## config.mk

```make
export PLATFORM = sky130hd
export DESIGN_NAME = hsv_to_rgb_converter_unit
export DESIGN_NICKNAME = d
export VERILOG_FILES = /design/src/hdl/hsv2rgb_pkg.sv /design/src/hdl/hsv2rgb_sector.sv /design/src/hdl/hsv2rgb_chroma.sv /design/src/hdl/hsv_to_rgb_converter_unit.sv
export SDC_FILE = /design/constraint.sdc
export NUM_CORES = 2
export LEC_CHECK = 0
export BUFFER_PORTS_ARGS = -buffer_cell sky130_fd_sc_hd__clkbuf_2
export CORE_UTILIZATION = 25
export DETAILED_ROUTE_END_ITERATION = 6
export GPL_TIMING_DRIVEN = 0
export PLACE_DENSITY = 0.45
export RECOVER_POWER = 100
export SYNTH_ARGS = -nofsm -noshare
export SYNTH_HDL_FRONTEND = slang
export SYNTH_SLANG_ARGS = --single-unit
```

## constraint.sdc

```tcl
create_clock -name i_clk -period 6.8 [get_ports i_clk]
set_input_delay 1.36 -clock i_clk [delete_from_list [all_inputs] [get_ports i_clk]]
set_output_delay 1.36 -clock i_clk [all_outputs]
set_load 0.05 [all_outputs]
```

## src/hdl/hsv2rgb_pkg.sv

```systemverilog
// ----------------------------------------------------------------------------
// hsv2rgb_pkg
// Shared constants and types for the HSV to RGB colour conversion pipeline.
// ----------------------------------------------------------------------------
package hsv2rgb_pkg;

    localparam int IN_HUE_W    = 16;   // hue port, 1/64 degree units
    localparam int IN_FRAC_W   = 13;   // saturation / brightness ports
    localparam int CH_W        = 8;    // one colour channel
    localparam int HUE_W       = 15;   // hue after reduction, below 23040
    localparam int OFF_W       = 12;   // offset within a 60 degree sector
    localparam int SECTOR_SPAN = 3840; // 60 degrees in hue units

    localparam logic [IN_HUE_W-1:0] HUE_FULL   = IN_HUE_W'(6 * SECTOR_SPAN);
    localparam logic [IN_HUE_W-1:0] HUE_DOUBLE = IN_HUE_W'(12 * SECTOR_SPAN);
    localparam logic [OFF_W-1:0]    HUE_SECTOR = OFF_W'(SECTOR_SPAN);

    typedef enum logic [2:0] {
        SEC_R_Y = 3'd0,
        SEC_Y_G = 3'd1,
        SEC_G_C = 3'd2,
        SEC_C_B = 3'd3,
        SEC_B_M = 3'd4,
        SEC_M_R = 3'd5
    } t_sector;

    typedef struct packed {
        logic    valid;
        t_sector sector;
    } t_ctrl;

    // width of a clamped Q0.F input: at most 1.0, never wider than the port
    function automatic int clamp_width(input int frac_bits);
        return (frac_bits + 1 < IN_FRAC_W) ? frac_bits + 1 : IN_FRAC_W;
    endfunction

endpackage

```

## src/hdl/hsv2rgb_sector.sv

```systemverilog
// ----------------------------------------------------------------------------
// hsv2rgb_sector
// Front stages: hue reduction, input clamping, sector and weight selection.
// ----------------------------------------------------------------------------
module hsv2rgb_sector #(
    parameter int FRAC_BITS = 12
) (
    input  logic                                i_clk,
    input  logic                                i_rst_n,
    input  logic                                i_start,
    input  logic [hsv2rgb_pkg::IN_HUE_W-1:0]    i_hue,
    input  logic [hsv2rgb_pkg::IN_FRAC_W-1:0]   i_saturation,
    input  logic [hsv2rgb_pkg::IN_FRAC_W-1:0]   i_brightness,
    output hsv2rgb_pkg::t_ctrl                  o_ctrl,
    output logic [hsv2rgb_pkg::OFF_W-1:0]       o_u,
    output logic [hsv2rgb_pkg::clamp_width(FRAC_BITS)-1:0] o_sat,
    output logic [hsv2rgb_pkg::clamp_width(FRAC_BITS)-1:0] o_bri,
    output logic [FRAC_BITS:0]                  o_nsat
);

    localparam int CW = hsv2rgb_pkg::clamp_width(FRAC_BITS);
    localparam int MW = (FRAC_BITS + 1 > hsv2rgb_pkg::IN_FRAC_W) ?
                        FRAC_BITS + 1 : hsv2rgb_pkg::IN_FRAC_W;
    localparam int HW = hsv2rgb_pkg::HUE_W;
    localparam int SP = hsv2rgb_pkg::SECTOR_SPAN;
    localparam logic [MW-1:0]        ONE_M = MW'(1) << FRAC_BITS;
    localparam logic [FRAC_BITS:0]   ONE_F = (FRAC_BITS+1)'(1) << FRAC_BITS;

    // stage 1
    logic                 r_vld1, n_vld1;
    logic [HW-1:0]        r_h, n_h;
    logic [CW-1:0]        r_sat1, n_sat1, r_bri1, n_bri1;
    logic [MW-1:0]        sat_m, bri_m;
    // stage 2
    hsv2rgb_pkg::t_ctrl   r_ctrl2, n_ctrl2;
    logic [hsv2rgb_pkg::OFF_W-1:0] r_u, n_u, off;
    logic [HW-1:0]        base;
    logic [CW-1:0]        r_sat2, r_bri2;
    logic [FRAC_BITS:0]   r_nsat, n_nsat;
    logic                 odd;

    assign sat_m = MW'(i_saturation);
    assign bri_m = MW'(i_brightness);

    always_comb begin
        n_vld1 = i_start;
        if (i_hue >= hsv2rgb_pkg::HUE_DOUBLE) begin
            n_h = HW'(i_hue - hsv2rgb_pkg::HUE_DOUBLE);
        end else if (i_hue >= hsv2rgb_pkg::HUE_FULL) begin
            n_h = HW'(i_hue - hsv2rgb_pkg::HUE_FULL);
        end else begin
            n_h = HW'(i_hue);
        end
        n_sat1 = (sat_m > ONE_M) ? ONE_M[CW-1:0] : sat_m[CW-1:0];
        n_bri1 = (bri_m > ONE_M) ? ONE_M[CW-1:0] : bri_m[CW-1:0];
    end

    // a hue exactly on a boundary belongs to the sector starting there
    always_comb begin
        priority if (r_h >= HW'(5 * SP)) begin
            n_ctrl2.sector = hsv2rgb_pkg::SEC_M_R;
            base           = HW'(5 * SP);
        end else if (r_h >= HW'(4 * SP)) begin
            n_ctrl2.sector = hsv2rgb_pkg::SEC_B_M;
            base           = HW'(4 * SP);
        end else if (r_h >= HW'(3 * SP)) begin
            n_ctrl2.sector = hsv2rgb_pkg::SEC_C_B;
            base           = HW'(3 * SP);
        end else if (r_h >= HW'(2 * SP)) begin
            n_ctrl2.sector = hsv2rgb_pkg::SEC_G_C;
            base           = HW'(2 * SP);
        end else if (r_h >= HW'(SP)) begin
            n_ctrl2.sector = hsv2rgb_pkg::SEC_Y_G;
            base           = HW'(SP);
        end else begin
            n_ctrl2.sector = hsv2rgb_pkg::SEC_R_Y;
            base           = '0;
        end
        n_ctrl2.valid = r_vld1;
        off = hsv2rgb_pkg::OFF_W'(r_h - base);
        odd = (n_ctrl2.sector == hsv2rgb_pkg::SEC_Y_G) ||
              (n_ctrl2.sector == hsv2rgb_pkg::SEC_C_B) ||
              (n_ctrl2.sector == hsv2rgb_pkg::SEC_M_R);
        // u is the distance of x below c, in hue units
        n_u    = odd ? off : hsv2rgb_pkg::HUE_SECTOR - off;
        n_nsat = ONE_F - (FRAC_BITS+1)'(r_sat1);
    end

    always_ff @(posedge i_clk) begin
        if (!i_rst_n) begin
            r_vld1        <= 1'b0;
            r_ctrl2.valid <= 1'b0;
        end else begin
            r_vld1        <= n_vld1;
            r_ctrl2.valid <= n_ctrl2.valid;
        end
        r_ctrl2.sector <= n_ctrl2.sector;
    end

    always_ff @(posedge i_clk) begin
        r_h            <= n_h;
        r_sat1         <= n_sat1;
        r_bri1         <= n_bri1;
        r_u            <= n_u;
        r_sat2         <= r_sat1;
        r_bri2         <= r_bri1;
        r_nsat         <= n_nsat;
    end

    assign o_ctrl = r_ctrl2;
    assign o_u    = r_u;
    assign o_sat  = r_sat2;
    assign o_bri  = r_bri2;
    assign o_nsat = r_nsat;

`ifndef NO_ASSERTIONS
    a_hue_reduced: assert property (@(posedge i_clk) disable iff (!i_rst_n)
        r_vld1 |-> (r_h < HW'(6 * SP)))
        else $error("hue not reduced below 360 degrees");
    a_weight_range: assert property (@(posedge i_clk) disable iff (!i_rst_n)
        r_vld1 |=> (r_u <= hsv2rgb_pkg::HUE_SECTOR))
        else $error("sector weight out of range");
`endif

endmodule

```

## src/hdl/hsv2rgb_chroma.sv

```systemverilog
// ----------------------------------------------------------------------------
// hsv2rgb_chroma
// Back stages: chroma products and the three rounded channel levels.
// ----------------------------------------------------------------------------
module hsv2rgb_chroma #(
    parameter int FRAC_BITS = 12
) (
    input  logic                                i_clk,
    input  logic                                i_rst_n,
    input  hsv2rgb_pkg::t_ctrl                  i_ctrl,
    input  logic [hsv2rgb_pkg::OFF_W-1:0]       i_u,
    input  logic [hsv2rgb_pkg::clamp_width(FRAC_BITS)-1:0] i_sat,
    input  logic [hsv2rgb_pkg::clamp_width(FRAC_BITS)-1:0] i_bri,
    input  logic [FRAC_BITS:0]                  i_nsat,
    output hsv2rgb_pkg::t_ctrl                  o_ctrl,
    output logic [hsv2rgb_pkg::CH_W-1:0]        o_top,
    output logic [hsv2rgb_pkg::CH_W-1:0]        o_mid,
    output logic [hsv2rgb_pkg::CH_W-1:0]        o_low
);

    localparam int CW  = hsv2rgb_pkg::clamp_width(FRAC_BITS);
    localparam int OW  = hsv2rgb_pkg::OFF_W;
    localparam int SUW = CW + OW;              // s * u
    localparam int VNW = CW + FRAC_BITS + 1;   // v * (1 - s)
    localparam int WW  = FRAC_BITS + 12;       // weight w, at most 3840 * 2^F
    localparam int VWW = CW + WW;              // v * w
    localparam int TW  = FRAC_BITS + 10;
    localparam int LW  = 2 * FRAC_BITS + 10;
    localparam int PW  = 2 * FRAC_BITS + 18;
    localparam int CHW = hsv2rgb_pkg::CH_W;
    localparam logic [WW-1:0] WBASE = WW'(hsv2rgb_pkg::SECTOR_SPAN) << FRAC_BITS;

    hsv2rgb_pkg::t_ctrl r_ctrl3, r_ctrl4, r_ctrl5, r_ctrl6;
    logic [SUW-1:0] r_su, n_su;
    logic [VNW-1:0] r_vn, n_vn;
    logic [CW-1:0]  r_bri3, r_bri4;
    logic [CHW-1:0] r_top3, r_top4, r_top5, r_top6, n_top;
    logic [WW-1:0]  r_w, n_w;
    logic [CHW-1:0] r_low4, r_low5, r_low6, n_low;
    logic [VWW-1:0] r_vw, n_vw;
    logic [CHW-1:0] r_mid6, n_mid;
    logic [TW-1:0]  top_sum;
    logic [LW-1:0]  low_sum;
    logic [PW-1:0]  mid_sum;

    // stage 3: products and the top level (v * 255, rounded)
    always_comb begin
        n_su    = SUW'(i_sat) * SUW'(i_u);
        n_vn    = VNW'(i_bri) * VNW'(i_nsat);
        top_sum = (TW'(i_bri) << 8) - TW'(i_bri) + (TW'(1) << (FRAC_BITS - 1));
        n_top   = top_sum[FRAC_BITS +: CHW];
    end

    // stage 4: w = 3840 - s*u scaled, and the low level m * 255
    always_comb begin
        n_w     = WBASE - WW'(r_su);
        low_sum = (LW'(r_vn) << 8) - LW'(r_vn) + (LW'(1) << (2 * FRAC_BITS - 1));
        n_low   = low_sum[2 * FRAC_BITS +: CHW];
    end

    // stage 5: v * w
    assign n_vw = VWW'(r_bri4) * VWW'(r_w);

    // stage 6: 255/3840 reduces to 17/256 on the common factor 15
    always_comb begin
        mid_sum = (PW'(r_vw) << 4) + PW'(r_vw) + (PW'(1) << (2 * FRAC_BITS + 7));
        n_mid   = mid_sum[2 * FRAC_BITS + 8 +: CHW];
    end

    always_ff @(posedge i_clk) begin
        if (!i_rst_n) begin
            r_ctrl3.valid <= 1'b0;
            r_ctrl4.valid <= 1'b0;
            r_ctrl5.valid <= 1'b0;
            r_ctrl6.valid <= 1'b0;
        end else begin
            r_ctrl3.valid <= i_ctrl.valid;
            r_ctrl4.valid <= r_ctrl3.valid;
            r_ctrl5.valid <= r_ctrl4.valid;
            r_ctrl6.valid <= r_ctrl5.valid;
        end
        r_ctrl3.sector <= i_ctrl.sector;
        r_ctrl4.sector <= r_ctrl3.sector;
        r_ctrl5.sector <= r_ctrl4.sector;
        r_ctrl6.sector <= r_ctrl5.sector;
    end

    always_ff @(posedge i_clk) begin
        r_su   <= n_su;
        r_vn   <= n_vn;
        r_bri3 <= i_bri;
        r_top3 <= n_top;
        r_w    <= n_w;
        r_bri4 <= r_bri3;
        r_top4 <= r_top3;
        r_low4 <= n_low;
        r_vw   <= n_vw;
        r_top5 <= r_top4;
        r_low5 <= r_low4;
        r_mid6 <= n_mid;
        r_top6 <= r_top5;
        r_low6 <= r_low5;
    end

    assign o_ctrl = r_ctrl6;
    assign o_top  = r_top6;
    assign o_mid  = r_mid6;
    assign o_low  = r_low6;

`ifndef NO_ASSERTIONS
    a_level_order: assert property (@(posedge i_clk) disable iff (!i_rst_n)
        r_ctrl6.valid |-> ((r_low6 <= r_mid6) && (r_mid6 <= r_top6)))
        else $error("channel levels out of order");
`endif

endmodule

```

## src/hdl/hsv_to_rgb_converter_unit.sv

```systemverilog
// ----------------------------------------------------------------------------
// hsv_to_rgb_converter_unit
// HSV to 8-bit RGB colour conversion, fully pipelined.
// ----------------------------------------------------------------------------
// Usage:
//   Input beat: i_hue (1/64 degree), i_saturation and i_brightness (Q0.F,
//   values above 1.0 clamp). A beat is taken at each clock edge where
//   i_start is high and o_busy is low. o_busy is low whenever reset is
//   released, so a new colour may enter on every clock.
//   Result beat: o_red, o_green, o_blue with o_valid high for one cycle.
//   Pipeline: a colour passes seven register stages, the first loaded at
//   the taking edge: reduce/clamp, sector, products, weight and low
//   level, v*w product, mid level, channel map.
//   Throughput: one colour per clock; the v*w multiplier stage sets the
//   critical path.
//   Reset (synchronous, active low) clears every valid bit, so nothing in
//   flight is delivered; o_busy is high while reset is held.
//   The receiver cannot stall: each result is presented for one cycle only.
// ----------------------------------------------------------------------------
module hsv_to_rgb_converter_unit #(
    parameter int FRAC_BITS = 12
) (
    input  logic                              i_clk,
    input  logic                              i_rst_n,
    input  logic                              i_start,
    output logic                              o_busy,
    input  logic [hsv2rgb_pkg::IN_HUE_W-1:0]  i_hue,
    input  logic [hsv2rgb_pkg::IN_FRAC_W-1:0] i_saturation,
    input  logic [hsv2rgb_pkg::IN_FRAC_W-1:0] i_brightness,
    output logic                              o_valid,
    output logic [hsv2rgb_pkg::CH_W-1:0]      o_red,
    output logic [hsv2rgb_pkg::CH_W-1:0]      o_green,
    output logic [hsv2rgb_pkg::CH_W-1:0]      o_blue
);

    localparam int CW  = hsv2rgb_pkg::clamp_width(FRAC_BITS);
    localparam int CHW = hsv2rgb_pkg::CH_W;

    hsv2rgb_pkg::t_ctrl           sec_ctrl, chr_ctrl;
    logic [hsv2rgb_pkg::OFF_W-1:0] sec_u;
    logic [CW-1:0]                sec_sat, sec_bri;
    logic [FRAC_BITS:0]           sec_nsat;
    logic [CHW-1:0]               lvl_top, lvl_mid, lvl_low;
    logic                         accept;
    logic                         r_valid;
    logic [CHW-1:0]               r_red, r_green, r_blue, n_red, n_green, n_blue;

    assign o_busy = !i_rst_n;
    assign accept = i_start && !o_busy;

    hsv2rgb_sector #(
        .FRAC_BITS(FRAC_BITS)
    ) u_sector (
        .i_clk       (i_clk),
        .i_rst_n     (i_rst_n),
        .i_start     (accept),
        .i_hue       (i_hue),
        .i_saturation(i_saturation),
        .i_brightness(i_brightness),
        .o_ctrl      (sec_ctrl),
        .o_u         (sec_u),
        .o_sat       (sec_sat),
        .o_bri       (sec_bri),
        .o_nsat      (sec_nsat)
    );

    hsv2rgb_chroma #(
        .FRAC_BITS(FRAC_BITS)
    ) u_chroma (
        .i_clk  (i_clk),
        .i_rst_n(i_rst_n),
        .i_ctrl (sec_ctrl),
        .i_u    (sec_u),
        .i_sat  (sec_sat),
        .i_bri  (sec_bri),
        .i_nsat (sec_nsat),
        .o_ctrl (chr_ctrl),
        .o_top  (lvl_top),
        .o_mid  (lvl_mid),
        .o_low  (lvl_low)
    );

    // place c, x and 0 (plus m) across the channels by sector
    always_comb begin
        unique case (chr_ctrl.sector)
            hsv2rgb_pkg::SEC_R_Y: begin
                n_red = lvl_top; n_green = lvl_mid; n_blue = lvl_low;
            end
            hsv2rgb_pkg::SEC_Y_G: begin
                n_red = lvl_mid; n_green = lvl_top; n_blue = lvl_low;
            end
            hsv2rgb_pkg::SEC_G_C: begin
                n_red = lvl_low; n_green = lvl_top; n_blue = lvl_mid;
            end
            hsv2rgb_pkg::SEC_C_B: begin
                n_red = lvl_low; n_green = lvl_mid; n_blue = lvl_top;
            end
            hsv2rgb_pkg::SEC_B_M: begin
                n_red = lvl_mid; n_green = lvl_low; n_blue = lvl_top;
            end
            default: begin
                n_red = lvl_top; n_green = lvl_low; n_blue = lvl_mid;
            end
        endcase
    end

    always_ff @(posedge i_clk) begin
        if (!i_rst_n) begin
            r_valid <= 1'b0;
        end else begin
            r_valid <= chr_ctrl.valid;
        end
    end

    always_ff @(posedge i_clk) begin
        r_red   <= n_red;
        r_green <= n_green;
        r_blue  <= n_blue;
    end

    assign o_valid = r_valid;
    assign o_red   = r_red;
    assign o_green = r_green;
    assign o_blue  = r_blue;

`ifndef NO_ASSERTIONS
    a_reset_clears: assert property (@(posedge i_clk)
        !i_rst_n |=> !o_valid)
        else $error("result strobe after reset");
    a_max_channel: assert property (@(posedge i_clk) disable iff (!i_rst_n)
        o_valid |-> (((o_red >= o_green) && (o_red >= o_blue)) ||
                     ((o_green >= o_red) && (o_green >= o_blue)) ||
                     ((o_blue >= o_red) && (o_blue >= o_green))))
        else $error("no channel carries the top level");
    a_no_accept_in_reset: assert property (@(posedge i_clk)
        !i_rst_n |-> o_busy)
        else $error("beat taken during reset");
`endif

endmodule

```

[After elaboration in Yosys (flattened, before gate mapping)]
Cells that the tools add are included.
Word-level totals
  bits of input ports: 45
  output and inout port bits: 26
  register bits: 339
Operators by class
  add/sub/neg operators: 12
  reduce and logical (&&, ||, !) cells: 11
  $mul: 3
  order comparisons: 9
  eq/ne operators: 7
  multiplexer cells: 16
Operators by type and width (number)
  2-to-1 mux 12 bit: 6
  case mux 8 bit (2 select lines): 3
  adder 40 x 32 -> 40 bit (second input constant): 1
  adder 40 x 37 -> 40 bit: 1
  multiplier 13 x 24 -> 37 bit: 1
  adder 32 x 24 -> 32 bit (second input constant): 1
  subtractor 32 x 26 -> 32 bit: 1
  greater-or-equal comparator 15 x 14 -> 1 bit (second input constant): 2
  2-to-1 mux 15 bit: 2
  greater-than comparator 13 bit (second input constant): 2
  multiplier 13 x 13 -> 26 bit: 1
  multiplier 13 x 12 -> 24 bit: 1
  subtractor 24 bit (first input constant): 1
  adder 20 x 12 -> 20 bit (second input constant): 1
  subtractor 20 x 13 -> 20 bit: 1
  greater-or-equal comparator 16 x 15 -> 1 bit (second input constant): 1
  greater-or-equal comparator 16 bit (second input constant): 1
  greater-or-equal comparator 15 x 12 -> 1 bit (second input constant): 1
  greater-or-equal comparator 15 x 13 -> 1 bit (second input constant): 1
  greater-or-equal comparator 15 bit (second input constant): 1
  subtractor 15 x 14 -> 15 bit (second input constant): 1
  subtractor 15 bit (second input constant): 1
  subtractor 13 bit (first input constant): 1
  2-to-1 mux 3 bit: 4
  other kinds (11): 21

[Depth between registers and ports, before layout]
  word-level depth: 10
  depth in mapped cells: 22
  gate-level depth less buffers: 20

[By module]
From an unflattened synthesis, not the netlist that was laid out.
Unflattened totals
  cells, all modules: 3529
  area total of the unflattened synthesis: 32678.8 um2
By module, submodules not included
  hsv2rgb_chroma: cells an instance 3091, area an instance 28177.0 um2, sequential area each 4344.2 um2, instances 1
  hsv2rgb_sector: cells an instance 284, area an instance 3183.1 um2, sequential area each 1921.8 um2, instances 1
  hsv_to_rgb_converter_unit: cells an instance 154, area an instance 1318.8 um2, sequential area each 500.5 um2, instances 1

[Least setup slack after synthesis]
OpenSTA, ideal clock, no wires.
  path type: register to register
  from: register u_sector.r_bri2[7], in the netlist u_sector.o_bri[7]
  to: register u_chroma.r_vn[22]
  path buffers: 1
  stages on the path, launching flop included: 20
  library setup time: 122 ps
  path slack: 1299 ps
  data arrival time: 5379 ps
  cells stage by stage: dfxtp_1 clkbuf_1 nand2_1 fa_1 inv_1 fa_1 fa_1 fa_1 inv_1 fa_1 inv_1 ha_1 or2_1 a21o_1 a21o_1 a41oi_2 o21ai_0 o41ai_2 nor3_1 a311o_1
On the way
  cells in the longest elaborated chain, start to end: 1
Ends and longest elaborated chain
  from (decl): line hsv2rgb_sector.sv:38  | logic [CW-1:0] r_sat2, r_bri2;
  from (signal assigned): line hsv2rgb_sector.sv:106  | r_bri2 <= r_bri1;
  multiplier 13 x 13 -> 26 bit: line hsv2rgb_chroma.sv:49  | n_vn = VNW'(i_bri) * VNW'(i_nsat);
  named net u_chroma.n_vn[22]: line hsv2rgb_chroma.sv:35  | logic [VNW-1:0] r_vn, n_vn;
  to (signal assigned): line hsv2rgb_chroma.sv:90  | r_vn <= n_vn;
  to (decl): line hsv2rgb_chroma.sv:35
The timed path passes the listed nets, and every way through them passes these cells.
A chain may end at the register's enable or synchronous reset.

[Worst setup path after layout]
  from: register u_chroma.r_bri4[3]
  to: register u_chroma.r_vw[34]
On the way
  cells in the longest elaborated chain, start to end: 1
Ends and longest elaborated chain
  from (decl): line hsv2rgb_chroma.sv:36  | logic [CW-1:0] r_bri3, r_bri4;
  from (signal assigned): line hsv2rgb_chroma.sv:94  | r_bri4 <= r_bri3;
  multiplier 13 x 24 -> 37 bit: line hsv2rgb_chroma.sv:62  | assign n_vw = VWW'(r_bri4) * VWW'(r_w);
  named net u_chroma.n_vw[34]: line hsv2rgb_chroma.sv:40  | logic [VWW-1:0] r_vw, n_vw;
  to (signal assigned): line hsv2rgb_chroma.sv:97  | r_vw <= n_vw;
  to (decl): line hsv2rgb_chroma.sv:40
The timed path passes the listed nets, and every way through them passes these cells.

==> results by group <==
GRT
  – Via count of the first global-routing pass: 25077
  – Remaining global-route overflow: 0
  – Initial antenna violation count: 5
  – Maximum number of pins on one net before global-route repair: 15
  – Global-route wire length before repair: 138 mm
  – Overall global routing resource usage: 0.131

Placement
  – Dpl hpwl: 69.6 mm
  – Routability cong.: approximately 0.84
  – Port Buffers: 69
  – Number of cells after detailed placement: 5412

Clock network
  – Clock Tree Buf Depth: 3
  – Number of setup buffers added after CTS: 0
  – Clock-pin slew on the worst setup and hold paths: 60 ps
  – Total clock buffers created by CTS: 40
  – CTS tree: done
  – CTS Hold Bufs: 0
  – Clock sink total: 338
  – Clock root buffer: clkbuf_16
  – Clock network latency to the later pin of the worst-skew pair: 580 ps
  – H-tree depth reported by CTS: 2

Detailed routing
  – DRC violations left: 0
  – Vias per std cell: 4.30
  – Via total after detailed routing: 23621
  – Average wire per standard cell: 15.5 microns
  – Final antenna-violating net count: 0
  – DRT Wirelength: 85.0 mm
  – 1st-iter DRT viols: 894
  – Number of detailed-routing iterations run before antenna repair: 5

Yosys
  – Sequential cell area fraction in the yosys report: 0.205
  – Post-synthesis net count: between 4000 and 5000
  – Dominant cell by count in the synthesized netlist: inv_1
  – Ys Warns: 0
  – Synthesized flop and latch total: around 340
  – Cell area after synthesis: 33000 sq um
  – Mean area per synthesized cell: 9.17 sq um
  – Fraction of synthesized cell area taken by the top area cell type: 0.287
  – Top cells by instance count after synthesis: 675 x inv_1, 473 x fa_1, 471 x nand2_1
  – Primary flip-flop cell chosen by synthesis mapping: dfxtp_1
  – Post-synth cell types: 79
  – Post-Syn Instances: roughly 3600
  – Cell types with the largest area share after synthesis: fa_1 29%, dfxtp_1 20%, ha_1 13%
  – Cell taking the most area after synthesis: fa_1
  – Share of async-settable or async-resettable flops after synthesis: 0
  – Count of flip-flops with a built-in enable after synthesis: 0

Die
  – Die outline area: 134000 sq um
  – Starting density of the core: 0.253
  – Die height: 365 microns
  – Overall die width: 365 microns
  – Number of core rows: approximately 130
  – Placeable core area: approximately 130000 sq um
  – Top-level port count: 71

Finish
  – Layout cells sized above 1: 0.0393
  – Final std cells w/o fill: 5487
  – Synthesis-to-layout area growth: 11.5%
  – Net count, final: 4576
  – # fillers: about 14000

Timing
  – Setup repair after global routing missed its margin: no
  – Final setup violating endpoints: 0
  – Max frequency: 0.154 GHz
  – Share of the cycle needed by the critical path after routing: 0.956
  – Slew at the pin with the worst max-slew slack: roughly 1100 ps
  – Number of pins exceeding their max-slew limit in the final report: 0
  – Worst rel slew slack: 0.246
  – Final number of hold-violating endpoints: 0
  – Worst clock skew on the final layout: 21.5 ps
  – Final min period: 6500 ps
  – Total negative slack: 0 ps

Setup path
  – Category of the worst setup path launch point: flip-flop
  – Count of cells along the worst register-to-register path: 19
  – R2R Path Start: u_chroma.r_bri4[3]$_DFF_P_
  – Critical path data required time: 7250 ps
  – Critical Path End Type: flip-flop
  – Critical setup path kind: reg -> reg
  – Worst Path Max Fanout: 10
  – Slack of the worst reg-to-reg path: 300 ps
  – Terminus of the critical flop-to-flop path: u_chroma.r_vw[34]$_DFF_P_
  – CP arrival: 6950 ps

Worst hold path
  – Worst min-delay path endpoint: u_chroma.r_top5[1]$_DFF_P_
  – Hold wc startpoint: u_chroma.r_top4[1]$_DFF_P_
  – Worst hold path cell count: 0
  – Type of the tightest min-delay check: reg -> reg

Flow run
  – Number of maximum-capacitance constraint violations: 0

Run status
  – Result of the run: finished clean
-- placed cells by master, fill, tap and decap left out, drive strengths merged, types with 49 or more instances in the layout --
cell and n:
a21o 64, a21oi 104, and2 276, clkbuf 261
dfxtp 338, fa 473, ha 346, inv 681
nand2 471, nor2 74, nor2b 49, o21ai 99
xnor2 95
-- final cells by class --
class                      instances  area (sq um)  share of cell area
multi-input combinational       2444         23100               0.627
sequential                       338          6770               0.184
inverter                         675          2530              0.0688
tap                             1742          2180              0.0592
clock buffer                      53          1170              0.0318
buffer                           144           573              0.0156
timing repair buffer              69           302             0.00819
clock inverter                    19           198             0.00537
antenna                            3          7.51            0.000204
-- stage by stage --
step / worst slack (ps) / utilization / area (sq um) / hold slack [ps]
final: 300 / 0.283 / 36800 / 321
after detailed placement: -148 / 0.273 / 35500 / 312
after global routing: 17.8 / 0.283 / 36800 / 327
after global placement: -171 / 0.273 / 35500 / 311
after floorplan: 1300 / - / 33000 / 310
after CTS: 25.5 / 0.283 / 36900 / 321
-- routing by layer --
| layer | track usage | part of all wire | vias up |
|---|---|---|---|
| met5 | 0 | 0 | - |
| met4 | 0.0321 | 0.023 | 0 |
| met3 | 0.0197 | 0.040 | 96 |
| met2 | 0.216 | 0.45 | 342 |
| met1 | 0.179 | 0.48 | 11710 |
| li1 | - | - | 11473 |
-- registers in the layout (all words and copies together), names as in the netlist, 12 cells and up --
name             count
u_sector.o_u        12
u_sector.o_sat      13
u_chroma.r_bri4     13
u_sector.r_h        15
u_sector.o_bri      13
u_chroma.r_w        24
u_chroma.r_vn       26
u_chroma.r_bri3     13
u_sector.r_bri1     13
u_chroma.r_vw       37
u_sector.r_sat1     13
u_chroma.r_su       24
u_sector.o_nsat     12
-- worst max-delay path by stage --
stage / from / end / slack, ps / depth (start not counted)
floorplan: u_sector.o_bri[7]$_DFF_P_ / u_chroma.r_vn[22]$_DFF_P_ / 1300 / 19
global placement: u_chroma.r_bri4[8]$_DFF_P_ / u_chroma.r_vw[33]$_DFF_P_ / -170 / 20
global route: u_chroma.r_bri4[3]$_DFF_P_ / u_chroma.r_vw[34]$_DFF_P_ / 20 / 19
CTS: u_sector.o_bri[7]$_DFF_P_ / u_chroma.r_vn[22]$_DFF_P_ / 30 / 19
detailed placement: u_chroma.r_bri4[8]$_DFF_P_ / u_chroma.r_vw[33]$_DFF_P_ / -150 / 20
finish: u_chroma.r_bri4[3]$_DFF_P_ / u_chroma.r_vw[34]$_DFF_P_ / 300 / 19
-- cell families (layout without fill, tap and decap cells) --
kind of cell             count (synthesis)  after routing  share of synthesized area
multiplexers                            12             12                    0.00364
buffers and inverters                  819            960                     0.0932
XOR/XNOR                               135            135                     0.0358
AO/OA/AOI/OAI                          427            427                     0.0877
AND/OR/NAND/NOR                       1049           1049                      0.156
adder cells (fa/ha/maj)                821            821                      0.419
flip-flops                             338            338                      0.205
other                                    0              3                          0
-- critical path, cell delays in order (launching register included) --
cell and delay (ps):
dfxtp_1 480, clkbuf_2 320, and2_0 240, fa_1 530, inv_1 50, fa_1 530
inv_1 60, fa_1 490, inv_1 50, fa_1 470, fa_1 570, inv_1 50
ha_1 330, o21a_1 260, a21boi_0 500, o21ai_1 330, o21a_1 350, a2111oi_2 470
nor4_1 110, nand3b_1 170
-- repair_timing --
| item | 4_1_cts | 5_1_grt |
|---|---|---|
| resized for setup | 5 | 44 |
| setup endpoints to repair | 1 | 7 |
| endpoints found under the hold margin | 0 | 0 |
Power is left out: the tool's default activity adds up to more than one toggle a clock period on the data nets, which glitch-free logic cannot reach.
